--- src/rtl/core/dics_pkg.sv ---
// Package for the display start-up list sequencer.
// Item types, decoder phases, result kinds and list constants.
// No dependencies.
package dics_pkg;

   localparam int unsigned ByteWidth  = 8;
   localparam int unsigned DelayWidth = 16;

   localparam logic [ByteWidth-1:0] ListMarker       = 8'hFF;
   localparam logic [ByteWidth-1:0] DelayScaleReset  = 8'd10;

   typedef enum logic [1:0] {
      KIND_COMMAND = 2'd0,
      KIND_DATA    = 2'd1,
      KIND_DELAY   = 2'd2,
      KIND_END     = 2'd3
   } kind_type;

   // The fourth code is unused and decodes as a command phase
   typedef enum logic [1:0] {
      PHASE_COMMAND = 2'd0,
      PHASE_COUNT   = 2'd1,
      PHASE_ARGS    = 2'd2
   } phase_type;

   typedef struct packed {
      logic [ByteWidth-1:0] list_byte;
      logic                 restart;
   } req_type;

   typedef struct packed {
      logic [1:0]            kind;
      logic [ByteWidth-1:0]  out_byte;
      logic [DelayWidth-1:0] delay_ms;
      logic                  last_argument;
   } rsp_type;

   // Decoder verdict for one item
   typedef struct packed {
      logic    has_result;
      rsp_type result;
   } verdict_type;

endpackage

--- src/rtl/core/dics_parser.sv ---
// List parser: record state and the per-item decision.
// Depends on dics_pkg.
module dics_parser (
   input  logic                               clock,
   input  logic                               reset,
   input  logic                               item_fire,
   input  dics_pkg::req_type                  item,
   input  logic [dics_pkg::ByteWidth-1:0]     delay_scale,
   output dics_pkg::verdict_type              verdict
);

   dics_pkg::phase_type                 phase_ff, phase_in, phase_eff;
   logic [dics_pkg::ByteWidth-1:0]      held_ff, held_in;
   logic [dics_pkg::ByteWidth-1:0]      args_ff, args_in, args_eff, args_dec;
   logic                                finished_ff, finished_in, finished_eff;
   logic [dics_pkg::DelayWidth-1:0]     delay_product;

   // restart clears the record in progress before the byte is looked at
   assign phase_eff    = item.restart ? dics_pkg::PHASE_COMMAND : phase_ff;
   assign args_eff     = item.restart ? '0 : args_ff;
   assign finished_eff = finished_ff & ~item.restart;
   assign args_dec     = (args_eff != '0) ? args_eff - 1'b1 : '0;

   assign delay_product = {{(dics_pkg::DelayWidth-dics_pkg::ByteWidth){1'b0}}, item.list_byte}
                        * {{(dics_pkg::DelayWidth-dics_pkg::ByteWidth){1'b0}}, delay_scale};

   always_comb begin
      phase_in    = phase_ff;
      held_in     = held_ff;
      args_in     = args_ff;
      finished_in = finished_ff;
      if (item_fire) begin
         phase_in    = phase_eff;
         args_in     = args_eff;
         finished_in = finished_eff;
         if (!finished_eff) begin
            unique case (phase_eff)
               dics_pkg::PHASE_COUNT: begin
                  if (held_ff == dics_pkg::ListMarker) begin
                     phase_in    = dics_pkg::PHASE_COMMAND;
                     finished_in = (item.list_byte == dics_pkg::ListMarker);
                  end else begin
                     args_in  = item.list_byte;
                     phase_in = (item.list_byte == '0) ? dics_pkg::PHASE_COMMAND
                                                       : dics_pkg::PHASE_ARGS;
                  end
               end
               dics_pkg::PHASE_ARGS: begin
                  args_in  = args_dec;
                  phase_in = (args_dec == '0) ? dics_pkg::PHASE_COMMAND
                                              : dics_pkg::PHASE_ARGS;
               end
               default: begin
                  held_in  = item.list_byte;
                  phase_in = dics_pkg::PHASE_COUNT;
               end
            endcase
         end
      end
   end

   always_comb begin
      verdict            = '0;
      if (!finished_eff) begin
         unique case (phase_eff)
            dics_pkg::PHASE_COUNT: begin
               if (held_ff == dics_pkg::ListMarker) begin
                  verdict.has_result = 1'b1;
                  if (item.list_byte == dics_pkg::ListMarker) begin
                     verdict.result.kind = dics_pkg::KIND_END;
                  end else begin
                     verdict.result.kind     = dics_pkg::KIND_DELAY;
                     verdict.result.delay_ms = delay_product;
                  end
               end
            end
            dics_pkg::PHASE_ARGS: begin
               verdict.has_result           = 1'b1;
               verdict.result.kind          = dics_pkg::KIND_DATA;
               verdict.result.out_byte      = item.list_byte;
               verdict.result.last_argument = (args_eff <= 8'd1);
            end
            default: begin
               if (item.list_byte != dics_pkg::ListMarker) begin
                  verdict.has_result      = 1'b1;
                  verdict.result.kind     = dics_pkg::KIND_COMMAND;
                  verdict.result.out_byte = item.list_byte;
               end
            end
         endcase
      end
   end

   always_ff @(posedge clock) begin
      if (reset) begin
         phase_ff    <= dics_pkg::PHASE_COMMAND;
         held_ff     <= '0;
         args_ff     <= '0;
         finished_ff <= 1'b0;
      end else begin
         phase_ff    <= phase_in;
         held_ff     <= held_in;
         args_ff     <= args_in;
         finished_ff <= finished_in;
      end
   end

endmodule

--- src/rtl/core/dics_out_reg.sv ---
// Result register on the rsp channel.
// Depends on dics_pkg.
module dics_out_reg (
   input  logic              clock,
   input  logic              reset,
   input  logic              load_valid,
   input  dics_pkg::rsp_type load_item,
   output logic              load_free,
   output logic              rsp_valid,
   input  logic              rsp_stall,
   output dics_pkg::rsp_type rsp_item
);

   logic              valid_ff, valid_in;
   dics_pkg::rsp_type item_ff, item_in;

   assign load_free = ~valid_ff | ~rsp_stall;

   always_comb begin
      valid_in = valid_ff;
      item_in  = item_ff;
      if (load_free) begin
         valid_in = load_valid;
         item_in  = load_item;
      end
   end

   always_ff @(posedge clock) begin
      if (reset) begin
         valid_ff <= 1'b0;
      end else begin
         valid_ff <= valid_in;
      end
   end

   always_ff @(posedge clock) begin
      item_ff <= item_in;
   end

   assign rsp_valid = valid_ff;
   assign rsp_item  = item_ff;

endmodule

--- src/rtl/core/display_init_command_list_sequencer_top.sv ---
// Top level of the display start-up list sequencer.
// Depends on dics_pkg, dics_parser and dics_out_reg.
//
// Usage:
//   req channel: one list byte per item with a restart flag; restart starts a
//   new list and the byte is then a command byte.
//   rsp channel: command, data (last argument flagged), delay request with
//   the pause in ms, or end of list. Items that give nothing (argument
//   counts, the first marker of a pause record, bytes after the end) drop
//   out quietly.
//   csr port: a write sets delay_scale (ms per pause unit, reset 10); write
//   only while no item is in flight.
// Timing: one item per cycle sustained while rsp_stall is low. An item is
//   held in the input register, decoded there, and its result is then held
//   in the result register. Rate is set by the record decode and the 8x8
//   delay multiply between the two registers.
// Reset (synchronous): both registers empty, parser expects a command byte.
// Stall: rsp_stall holds the result register; the input register then
//   stalls req once it holds an item, so nothing is dropped.
module display_init_command_list_sequencer_top (
   input  logic                            clock,
   input  logic                            reset,
   input  logic                            req_valid,
   output logic                            req_stall,
   input  dics_pkg::req_type               req_item,
   output logic                            rsp_valid,
   input  logic                            rsp_stall,
   output dics_pkg::rsp_type               rsp_item,
   input  logic                            csr_wr_en,
   input  logic [dics_pkg::ByteWidth-1:0]  csr_wr_data
);

   logic                           in_valid_ff, in_valid_in;
   dics_pkg::req_type              in_item_ff, in_item_in;
   logic [dics_pkg::ByteWidth-1:0] scale_ff, scale_in;
   logic                           load_free;
   logic                           advance;
   dics_pkg::verdict_type          verdict;

   assign advance   = in_valid_ff & load_free;
   assign req_stall = in_valid_ff & ~load_free;

   always_comb begin
      in_valid_in = in_valid_ff;
      in_item_in  = in_item_ff;
      if (!req_stall) begin
         in_valid_in = req_valid;
         in_item_in  = req_item;
      end
   end

   assign scale_in = csr_wr_en ? csr_wr_data : scale_ff;

   always_ff @(posedge clock) begin
      if (reset) begin
         in_valid_ff <= 1'b0;
         scale_ff    <= dics_pkg::DelayScaleReset;
      end else begin
         in_valid_ff <= in_valid_in;
         scale_ff    <= scale_in;
      end
   end

   always_ff @(posedge clock) begin
      in_item_ff <= in_item_in;
   end

   dics_parser u_parser (
      .clock       (clock),
      .reset       (reset),
      .item_fire   (advance),
      .item        (in_item_ff),
      .delay_scale (scale_ff),
      .verdict     (verdict)
   );

   dics_out_reg u_out_reg (
      .clock      (clock),
      .reset      (reset),
      .load_valid (advance & verdict.has_result),
      .load_item  (verdict.result),
      .load_free  (load_free),
      .rsp_valid  (rsp_valid),
      .rsp_stall  (rsp_stall),
      .rsp_item   (rsp_item)
   );

   // req is only held back by a full, stalled result register
   assert property (@(posedge clock) disable iff (reset)
      req_stall |-> (in_valid_ff && rsp_valid && rsp_stall))
      else $error("req stalled without downstream back-pressure");

   assert property (@(posedge clock) disable iff (reset)
      (rsp_valid && rsp_item.kind != dics_pkg::KIND_DELAY) |-> (rsp_item.delay_ms == '0))
      else $error("delay_ms set on a non-delay item");

   assert property (@(posedge clock) disable iff (reset)
      (rsp_valid && rsp_item.kind != dics_pkg::KIND_DATA) |-> !rsp_item.last_argument)
      else $error("last_argument set on a non-data item");

   assert property (@(posedge clock) disable iff (reset)
      (rsp_valid && (rsp_item.kind == dics_pkg::KIND_DELAY ||
                     rsp_item.kind == dics_pkg::KIND_END)) |-> (rsp_item.out_byte == '0))
      else $error("out_byte set on a delay or end item");

endmodule

--- config.mk ---
export PLATFORM = sky130hd
export DESIGN_NAME = display_init_command_list_sequencer_top
export DESIGN_NICKNAME = d
export VERILOG_FILES = /design/src/rtl/core/dics_pkg.sv /design/src/rtl/core/dics_parser.sv /design/src/rtl/core/dics_out_reg.sv /design/src/rtl/core/display_init_command_list_sequencer_top.sv
export SDC_FILE = /design/constraint.sdc
export NUM_CORES = 1
export LEC_CHECK = 0
export ABC_AREA = 0
export BUFFER_PORTS_ARGS = -buffer_cell sky130_fd_sc_hd__buf_2
export CORE_MARGIN = 5
export CORE_UTILIZATION = 65
export CTS_BUF_LIST = sky130_fd_sc_hd__clkbuf_4
export DETAILED_ROUTE_END_ITERATION = 16
export PLACE_DENSITY = 0.85
export SYNTH_ARGS = -nofsm -noshare
export SYNTH_HDL_FRONTEND = slang
export SYNTH_SLANG_ARGS = --single-unit
--- constraint.sdc ---
create_clock -name clock -period 8.8 [get_ports clock]
set_clock_uncertainty 0.05 [all_clocks]
set_input_delay 1.76 -clock clock [delete_from_list [all_inputs] [get_ports clock]]
set_output_delay 1.76 -clock clock [all_outputs]
set_load 0.01 [all_outputs]
# Word-level counts from Yosys, hierarchy flattened
# Cells that the tools add are included.
totals:
  register_bits: 65
  in_bits: 22
  word_cells: 66
classes:
  n_addsub: 1
  n_mul: 1
  n_lt_le_gt_ge: 1
  eq_ne: 5
  muxes: 24
  bitwise: 14
  reduce_logical: 7
ops:
  columns: ["operator", "count"]
  rows:
  - ["$mux W16", 3]
  - ["$mux W8", 4]
  - ["$pmux W8 S2", 2]
  - ["$mux W28", 1]
  - ["$eq A8 B8 Y1 const B", 2]
  - ["$logic_not A8 Y1", 2]
  - ["$mul A8 B8 Y16", 1]
  - ["$mux W11", 1]
  - ["$mux W2", 5]
  - ["$not A1 Y1", 9]
  - ["$le A8 B1 Y1 const B", 1]
  - ["$ne A8 B8 Y1 const B", 1]
  - ["$reduce_bool A8 Y1", 1]
  - ["$sub A8 B1 Y8 const B", 1]
  - ["$pmux W3 S2", 1]
  - ["$mux W1", 5]
  - ["$and A1 B1 Y1", 4]
  - ["$pmux W2 S2", 1]
  - ["$reduce_or A2 Y1", 2]
  - ["$reduce_or A4 Y1", 1]
  - ["$mux W3", 1]
  - ["$reduce_and A3 Y1", 1]
  - ["$eq A2 B1 Y1 const B", 1]
  - ["$eq A2 B2 Y1 const B", 1]
  - ["$or A1 B1 Y1", 1]

# Longest topological paths before layout
# Gate-level depths: netlist of run 1.
depth:
  depth_word: 7
  mapped_depth: 16
  depth_no_buf: 15

# Modules after synthesis
# Synthesis of run 1 repeated with hierarchy kept, for this count alone.
unflattened:
  cells_unflattened: 492
  hier_area_um2: 4903.5
modules_own_cells:
  columns: ["mod", "instances", "cells_each", "area_each_um2", "seq_area_each_um2"]
  rows:
  - ["dics_parser", 1, 419, 3448.3, 380.4]
  - ["dics_out_reg", 1, 31, 843.3, 830.8]
  - ["display_init_command_list_sequencer_top", 1, 42, 611.8, 450.4]

# Worst setup path after synthesis of run 1
# OpenSTA, ideal clock, no wires.
synth_path:
  path_kind: "reg2reg"
  startpoint: "register in_item_ff[3] in the netlist's numbering"
  endpoint: "register u_out_reg.item_ff (netlist bit u_out_reg.rsp_item[15]) (data pin)"
  setup_time_ns: 0.266
  t_arrival_ns: 4.358
  t_required_ns: 8.484
  slack_ns: 4.126
  stages_incl_launch_ff: 15
  n_path_buf: 1
  synth_period_minus_slack_ns: 4.674
  path_cell_list: "edfxtp_1 -> clkbuf_1 -> and2_1 -> fa_1 -> fa_1 -> fa_1 -> inv_1 -> fa_1 -> inv_1 -> ha_1 -> a2111o_1 -> or2_2 -> o221ai_1 -> xor2_1 -> nor2_1"
synth_via:
  elab_chain_cells: 2
synth_lines:
  columns: ["element", "line", "text"]
  rows:
  - ["from (decl)", "display_init_command_list_sequencer_top.sv:34", "dics_pkg::req_type in_item_ff, in_item_in;"]
  - ["from (signal assigned)", "display_init_command_list_sequencer_top.sv:65", "in_item_ff <= in_item_in;"]
  - ["parallel branches: the longest is 2 deep, another holds $mul A8 B8 Y16", null, null]
  - ["to (signal assigned)", "dics_out_reg.sv:37", "item_ff <= item_in;"]
  - ["to (decl)", "dics_out_reg.sv:15", "dics_pkg::rsp_type item_ff, item_in;"]
# Parallel ways; which one is timed is not known.
# A chain may end at the register's enable or synchronous reset.

# Worst setup path after layout of run 1
layout_path:
  startpoint: "register in_item_ff[4] in the netlist's numbering"
  endpoint: "register u_out_reg.item_ff (netlist bit u_out_reg.rsp_item[11]) (data pin)"
# The elaborated chain is that of the path after synthesis.

==> flow_summary.ini, run 1 <==
[pwr]
pwr_density_cell_nw_per_um2 = 163.8
ir_worst_vdd_v = 0.0001050
cellLeakagePower_nw = 2.578

[detailed_routing]
drt-total-wl_um = 10660
avgViaCountPerCell = 5.933
drt_pre_antenna_iters = 6
drt_first_iter_violations = 393
drc_errors = 0
vias = 3797
antenna_left = 0
wl_per_cell_um = 16.65

[yosys]
synth_top_area_share_pct = 22.02
netlist_area_um2 = 4910
ys_top_cells_by_count = 54 x inv_1, 51 x and2_1, 41 x ha_1, 39 x nor2_1, 37 x nand2_1
yosysTopAreaCell = edfxtp_1
synth_edf_count = 36
ys_ff_latch = 65
netlist_instances = 498
synth_cell_types = 55
ys_async_sr_fraction_pct = 0
yosysMostFrequentCell = inv_1
synthesis.nets = 597
synth_ff_type = edfxtp_1
yosysWarnings = 0
synth.area.top_cells = edfxtp_1 22%, fa_1 15%, dfxtp_1 12%
avgSynthCellArea_um2 = 9.859
ys_seq_area_share_pct = 33.84

[sta]
grt_setup_unrepaired = no
slew_headroom_pct = 15.54
fin_crit_sh_pct = 56.03
setup_viol = 0
max_freq_ghz = 0.2028
worstMarginPinSlew_ns = 1.264
fin_ws_ns = 3.869
setup-tns-final_ns = 0
min_period_ns = 4.931
finalHoldViolations = 0
slew_violations = 0

[global_route]
grt-ovfl-total = 0
use_met2_pct = 38.06
antenna_found_initial = 0
grt_max_degree = 29
grt_pass1_wl_um = 18050
grt_use_met3_pct = 5.899
gr-usage-all-layers_pct = 23.82
grt_pass1_vias = 3763
gr-usage-met1_pct = 31.16
grt-busiest-layer = met2

[clock_tree]
cts.clk_slew.worst_paths_ns = 0.12
ctsHoldBuffers = 0
cts-root-buf = clkbuf_4
cts_sinks = 65
cts_max_path_buffers = 2
cts_made_buffers = 9
clock_latency_ns = 0.43
cts-htree-levels = 3
post_cts_buffers = 0
cts_resized = 0
cts_tree = yes

[run_status]
status = complete, no violations

[layout]
n_antenna_cell = 0
final_nets = 635
drive_gt1_share_pct = 13.68
fin_area_um2 = 5389
synthToLayoutAreaGrowth_pct = 9.760

[floorplan]
chipWidth_um = 96.91
fp-row-count = 31
die-height_um = 96.91
core-area_um2 = 7292
die-area_um2 = 9392
num_io_pins = 51
start_util_pct = 67.33

[setup_path]
arrival_ns = 5.08
path_max_fanout = 13
start_kind = flop
rrSetupSlack_ns = 3.87
end_kind = flop
required_ns = 8.95
path_class = flop to flop

[placement]
numPortBuffers = 50
place_ws_ns = 3.883
dp_hpwl_um = 8092
place.gp.congestion = 0.9358
placed_area_um2 = 5199

[flow_run]
cap_violations = 0

[worst_hold_path]
hold_class = flop to flop
## worst paths after layout
path,startpoint,endpoint,cells past startpoint
max,in_item_ff[4],u_out_reg.rsp_item[11],15
max reg2reg,in_item_ff[4],u_out_reg.rsp_item[11],15
min reg2reg,u_parser.phase_ff[0],u_parser.phase_ff[0],2
min,u_parser.phase_ff[0],u_parser.phase_ff[0],2
## worst max-delay path: stages (launching register included)
cell and delay (ns):
edfxtp_1 0.59, and2_1 0.26, fa_1 0.53, inv_1 0.05, fa_1 0.47, inv_1 0.05, fa_1 0.52, inv_1 0.05
fa_1 0.53, inv_1 0.04, ha_1 0.34, and3_1 0.21, a221o_1 0.40, o41ai_1 0.35, xor2_1 0.18, nor2_1 0.05
## cell type report
cell class / count / area (µm²)
clock buffer: 10 / 75.07
clock inverter: 6 / 115.1
fill: 541 / 1903
inverter: 55 / 206.4
multi-input combinational: 354 / 2949
sequential: 65 / 1662
tap: 99 / 123.9
timing repair buffer: 51 / 257.7
## where the power goes
group,internal (W),switching (W)
logic,0.000115,0.000149
registers,0.000334,0.0000172
clock network,0.000148,0.000119
total,0.000597,0.000285
## placed cells by master, fill, tap and decap left out, drive strengths merged, types with 3 or more instances in the layout
cell type | Yosys | final
mux2i | 16 | 16
a21oi | 13 | 13
nor2b | 6 | 6
a32o | 3 | 3
bufinv | 0 | 3
nor4 | 3 | 3
a22oi | 3 | 3
fa | 36 | 36
xnor2 | 4 | 4
buf | 1 | 51
nand2b | 6 | 6
o41ai | 3 | 3
o21a | 7 | 7
ha | 41 | 41
nand2 | 37 | 37
inv | 54 | 55
nor3 | 11 | 11
o21ai | 11 | 11
edfxtp | 36 | 36
a21boi | 5 | 5
nor2 | 39 | 39
clkbuf | 23 | 10
nand4 | 3 | 3
a21o | 3 | 3
and3 | 3 | 3
nand3 | 11 | 11
and2 | 51 | 51
dfxtp | 29 | 29
xor2 | 7 | 7
## per-layer routing
layer | up-vias | part of all wire [%]
li1 | 1764 | -
met1 | 1831 | 42
met2 | 177 | 47
met3 | 25 | 8.4
met4 | 0 | 2.4
met5 | - | 0
## through the flow
| stage | hold WS, ns | utilization [%] | instances | total power, W |
|---|---|---|---|---|
| floorplan | 0.3868 | - | 498 | 0.0005578 |
| global placement | 0.3976 | 71.29 | 624 | 0.0006045 |
| detailed placement | 0.4114 | 71.29 | 624 | 0.0006179 |
| CTS | 0.4281 | 73.90 | 640 | 0.0008854 |
| global route | 0.4600 | 73.90 | 640 | 0.0009436 |
| finish | 0.4231 | 73.90 | 640 | 0.0008825 |
## registers in the layout, summed over array words and instances (netlist names)
register              flops
u_out_reg.rsp_valid       1
u_parser.finished_ff      1
in_valid_ff               1
u_parser.args_ff          8
u_parser.held_ff          8
scale_ff                  8
in_item_ff                9
u_out_reg.rsp_item       27
u_parser.phase_ff         2
## logic make-up after synthesis
group	share of synthesized area, %
fa+ha+maj	25.13
simple gates	18.81
buf+inv	6.090
compound gates	10.91
flops	33.84
mux	3.262
xor+xnor	1.962
No activity file was read; power rests on OpenSTA's default activity.
==> run 2: changes to the inputs <==
ABC_AREA = 1   (was 0)
CORE_UTILIZATION = 56   (was 65)
PLACE_DENSITY = 0.77   (was 0.85)
clock period = 4.3 ns   (was 8.8 ns; I/O delays follow)
==> flow_summary.ini, run 2 <==
[run_status]
status = complete, no violations

[clock_tree]
cts_made_buffers = 9
clock_latency_ns = 0.44
cts_tree = yes
cts_sinks = 65
cts_max_path_buffers = 2
cts.clk_slew.worst_paths_ns = 0.13
cts-root-buf = clkbuf_4
cts-htree-levels = 3

[yosys]
avgSynthCellArea_um2 = 7.885
ys_seq_area_share_pct = 32.47
netlist_area_um2 = 5117
ys_top_cells_by_count = 148 x inv_1, 147 x nand2_1, 43 x nor2_1, 41 x ha_1, 39 x a21oi_1
yosysTopAreaCell = edfxtp_1
netlist_instances = 649
yosysWarnings = 0
yosysMostFrequentCell = inv_1
synth_ff_type = edfxtp_1
ys_async_sr_fraction_pct = 0
synth_cell_types = 38
synth_top_area_share_pct = 21.12
ys_ff_latch = 65
synth_edf_count = 36
synthesis.nets = 748
synth.area.top_cells = edfxtp_1 21%, fa_1 14%, dfxtp_1 11%

[detailed_routing]
met3_length_um = 915
wl_per_cell_um = 13.71
avgViaCountPerCell = 5.286
top_layer = met4
drt_pre_antenna_iters = 7
antenna_left = 0
drt_first_iter_violations = 259
wl_met1_um = 5173
vias = 4393
drc_errors = 0
wl_met2_um = 5176
drt-total-wl_um = 11390

[setup_path]
path_class = flop to flop
start_kind = flop
regToRegEndpoint = u_out_reg.rsp_item[14]
path_max_fanout = 4
rrSetupSlack_ns = 0.09
r2r_cells = 17
required_ns = 4.46
end_kind = flop
critical_path.startpoint = in_item_ff[7]
cp-endpoint = u_out_reg.rsp_item[14]
arrival_ns = 4.36
regToRegStartpoint = in_item_ff[7]

[placement]
numPortBuffers = 50
dp_hpwl_um = 8707
place_inst = 803
place.gp.congestion = 0.9289

[global_route]
gr-usage-all-layers_pct = 20.54
grt_pass1_wl_um = 18730
grt_pass1_vias = 4045
grt_max_degree = 31
grt-ovfl-total = 0
antenna_found_initial = 0

[worst_hold_path]
hold_class = flop to flop
min_path_cells = 2

[layout]
n_antenna_cell = 0
final_util_pct = 66.37
nFillCells = 740
drive_gt1_share_pct = 18.12
final_cell_mix = 147 x nand2_1, 141 x inv_1, 50 x buf_2, 43 x nor2_1
final_nets = 817
final_cells = 831
mostFrequentLayoutCell = nand2_1
synthToLayoutAreaGrowth_pct = 14.21
largest_register_ffs = 27

[flow_run]
cap_violations = 0

[sta]
worst_hold_slack_ns = 0.4299
max_freq_ghz = 0.2377
finalHoldViolations = 0
fin_crit_sh_pct = 97.83
worstMarginPinSlew_ns = 0.7388
slew_violations = 0
setup_viol = 0
slew_headroom_pct = 50.69
min_period_ns = 4.207

[floorplan]
num_io_pins = 51
die-height_um = 105.6
fp-row-count = 34
chipWidth_um = 105.6
start_util_pct = 58.11
die-area_um2 = 11150
core-area_um2 = 8806

[pwr]
combPwrFrac_pct = 43.9
switchingPower_w = 0.0008091
power_frac_clock_pct = 19.7
p_int_w = 0.001167
pwr_density_cell_nw_per_um2 = 338.1
ir_worst_vdd_v = 0.0001802
p_seq_share_pct = 36.4
swShare_pct = 40.95
cellLeakagePower_nw = 3.267
==> run 2: cell count changes after synthesis, moves of 10 or more <==
cell	delta
a21oi_1	+26
and2_1	-51
clkbuf_1	-10
inv_1	+94
mux2i_1	-16
nand2_1	+110
nand3_1	+15
o21ai_0	+27
==> run 2: critical path, cell delays in order, from the launching register on <==
cell      delay [ns]
edfxtp_1        0.49
buf_6           0.16
nand2_1         0.08
fa_1            0.45
fa_1            0.56
fa_1            0.43
fa_1            0.55
inv_1           0.07
ha_4            0.28
inv_2           0.06
o21bai_4        0.15
a21oi_2         0.06
o21ai_1         0.17
inv_1           0.08
o21bai_1        0.17
nand2_1         0.07
nand2_1         0.06
nor2_1          0.04
==> run 2: power by group through the flow <==
stage | logic, W | clock network (W) | registers, W
final | 0.000868 | 0.000388 | 0.000720
after CTS | 0.000747 | 0.000395 | 0.000719
after global placement | 0.000703 | 0 | 0.000731
after global routing | 0.000989 | 0.000425 | 0.000725
after detailed placement | 0.000730 | 0 | 0.000733
after floorplan | 0.000559 | 0 | 0.000726
==> run 2: cell type report <==
class	instances	area, µm²	share of cell area (%)
Multi-Input combinational cell	409	2860	48.94
Sequential cell	65	1664	28.47
Inverter	153	576.8	9.869
Timing Repair Buffer	80	486.7	8.328
Tap cell	108	135.1	2.312
Clock buffer	9	67.56	1.156
Clock inverter	7	53.80	0.9206
==> run 2: metal layers <==
layer | GRT usage (%) | vias to the layer above
li1 | - | 2154
met1 | 30.02 | 2056
met2 | 31.10 | 169
met3 | 4.707 | 14
met4 | 4.995 | 0
met5 | 0 | -
==> run 2: how the worst min path moves through the flow <==
| stage | from | to | slack [ns] |
|---|---|---|---|
| 2_1_floorplan | u_parser.phase_ff[0] | u_parser.phase_ff[0] | 0.38 |
| 3_3_place_gp | u_parser.phase_ff[1] | u_parser.phase_ff[1] | 0.41 |
| 3_5_place_dp | u_parser.phase_ff[0] | u_parser.phase_ff[0] | 0.41 |
| 4_1_cts | u_parser.phase_ff[1] | u_parser.phase_ff[1] | 0.43 |
| 5_1_grt | u_parser.phase_ff[0] | u_parser.phase_ff[0] | 0.45 |
| 6_report | u_parser.phase_ff[1] | u_parser.phase_ff[1] | 0.43 |
==> run 2: cells by family after synthesis <==
logic type | Yosys count | share of synthesized area [%]
flops | 65 | 32.47
buf+inv | 175 | 13.37
compound gates | 95 | 10.24
xor+xnor | 1 | 0.1712
fa+ha+maj | 77 | 24.11
simple gates | 236 | 19.63
==> run 2: metrics by stage <==
step / power [W] / setup TNS (ns) / worst slack [ns] / cell area (µm²)
final: 0.001976 / 0 / 0.09328 / 5844
after global routing: 0.002139 / -0.1533 / -0.07861 / 5844
after floorplan: 0.001285 / 0 / 0.02518 / 5117
after CTS: 0.001861 / 0 / 0.02307 / 5694
after global placement: 0.001435 / 0 / 0.06471 / 5530
after detailed placement: 0.001464 / -0.1075 / -0.06624 / 5530
==> run 2: repair_timing <==
action                                  in CTS  in global routing
endpoints found under the hold margin        0                  0
endpoints found under the setup margin       2                  6
pin swaps                                    1                 28
setup buffers                                5                  7
gates resized for setup                      2                 22
hold buffers                                 0                  0
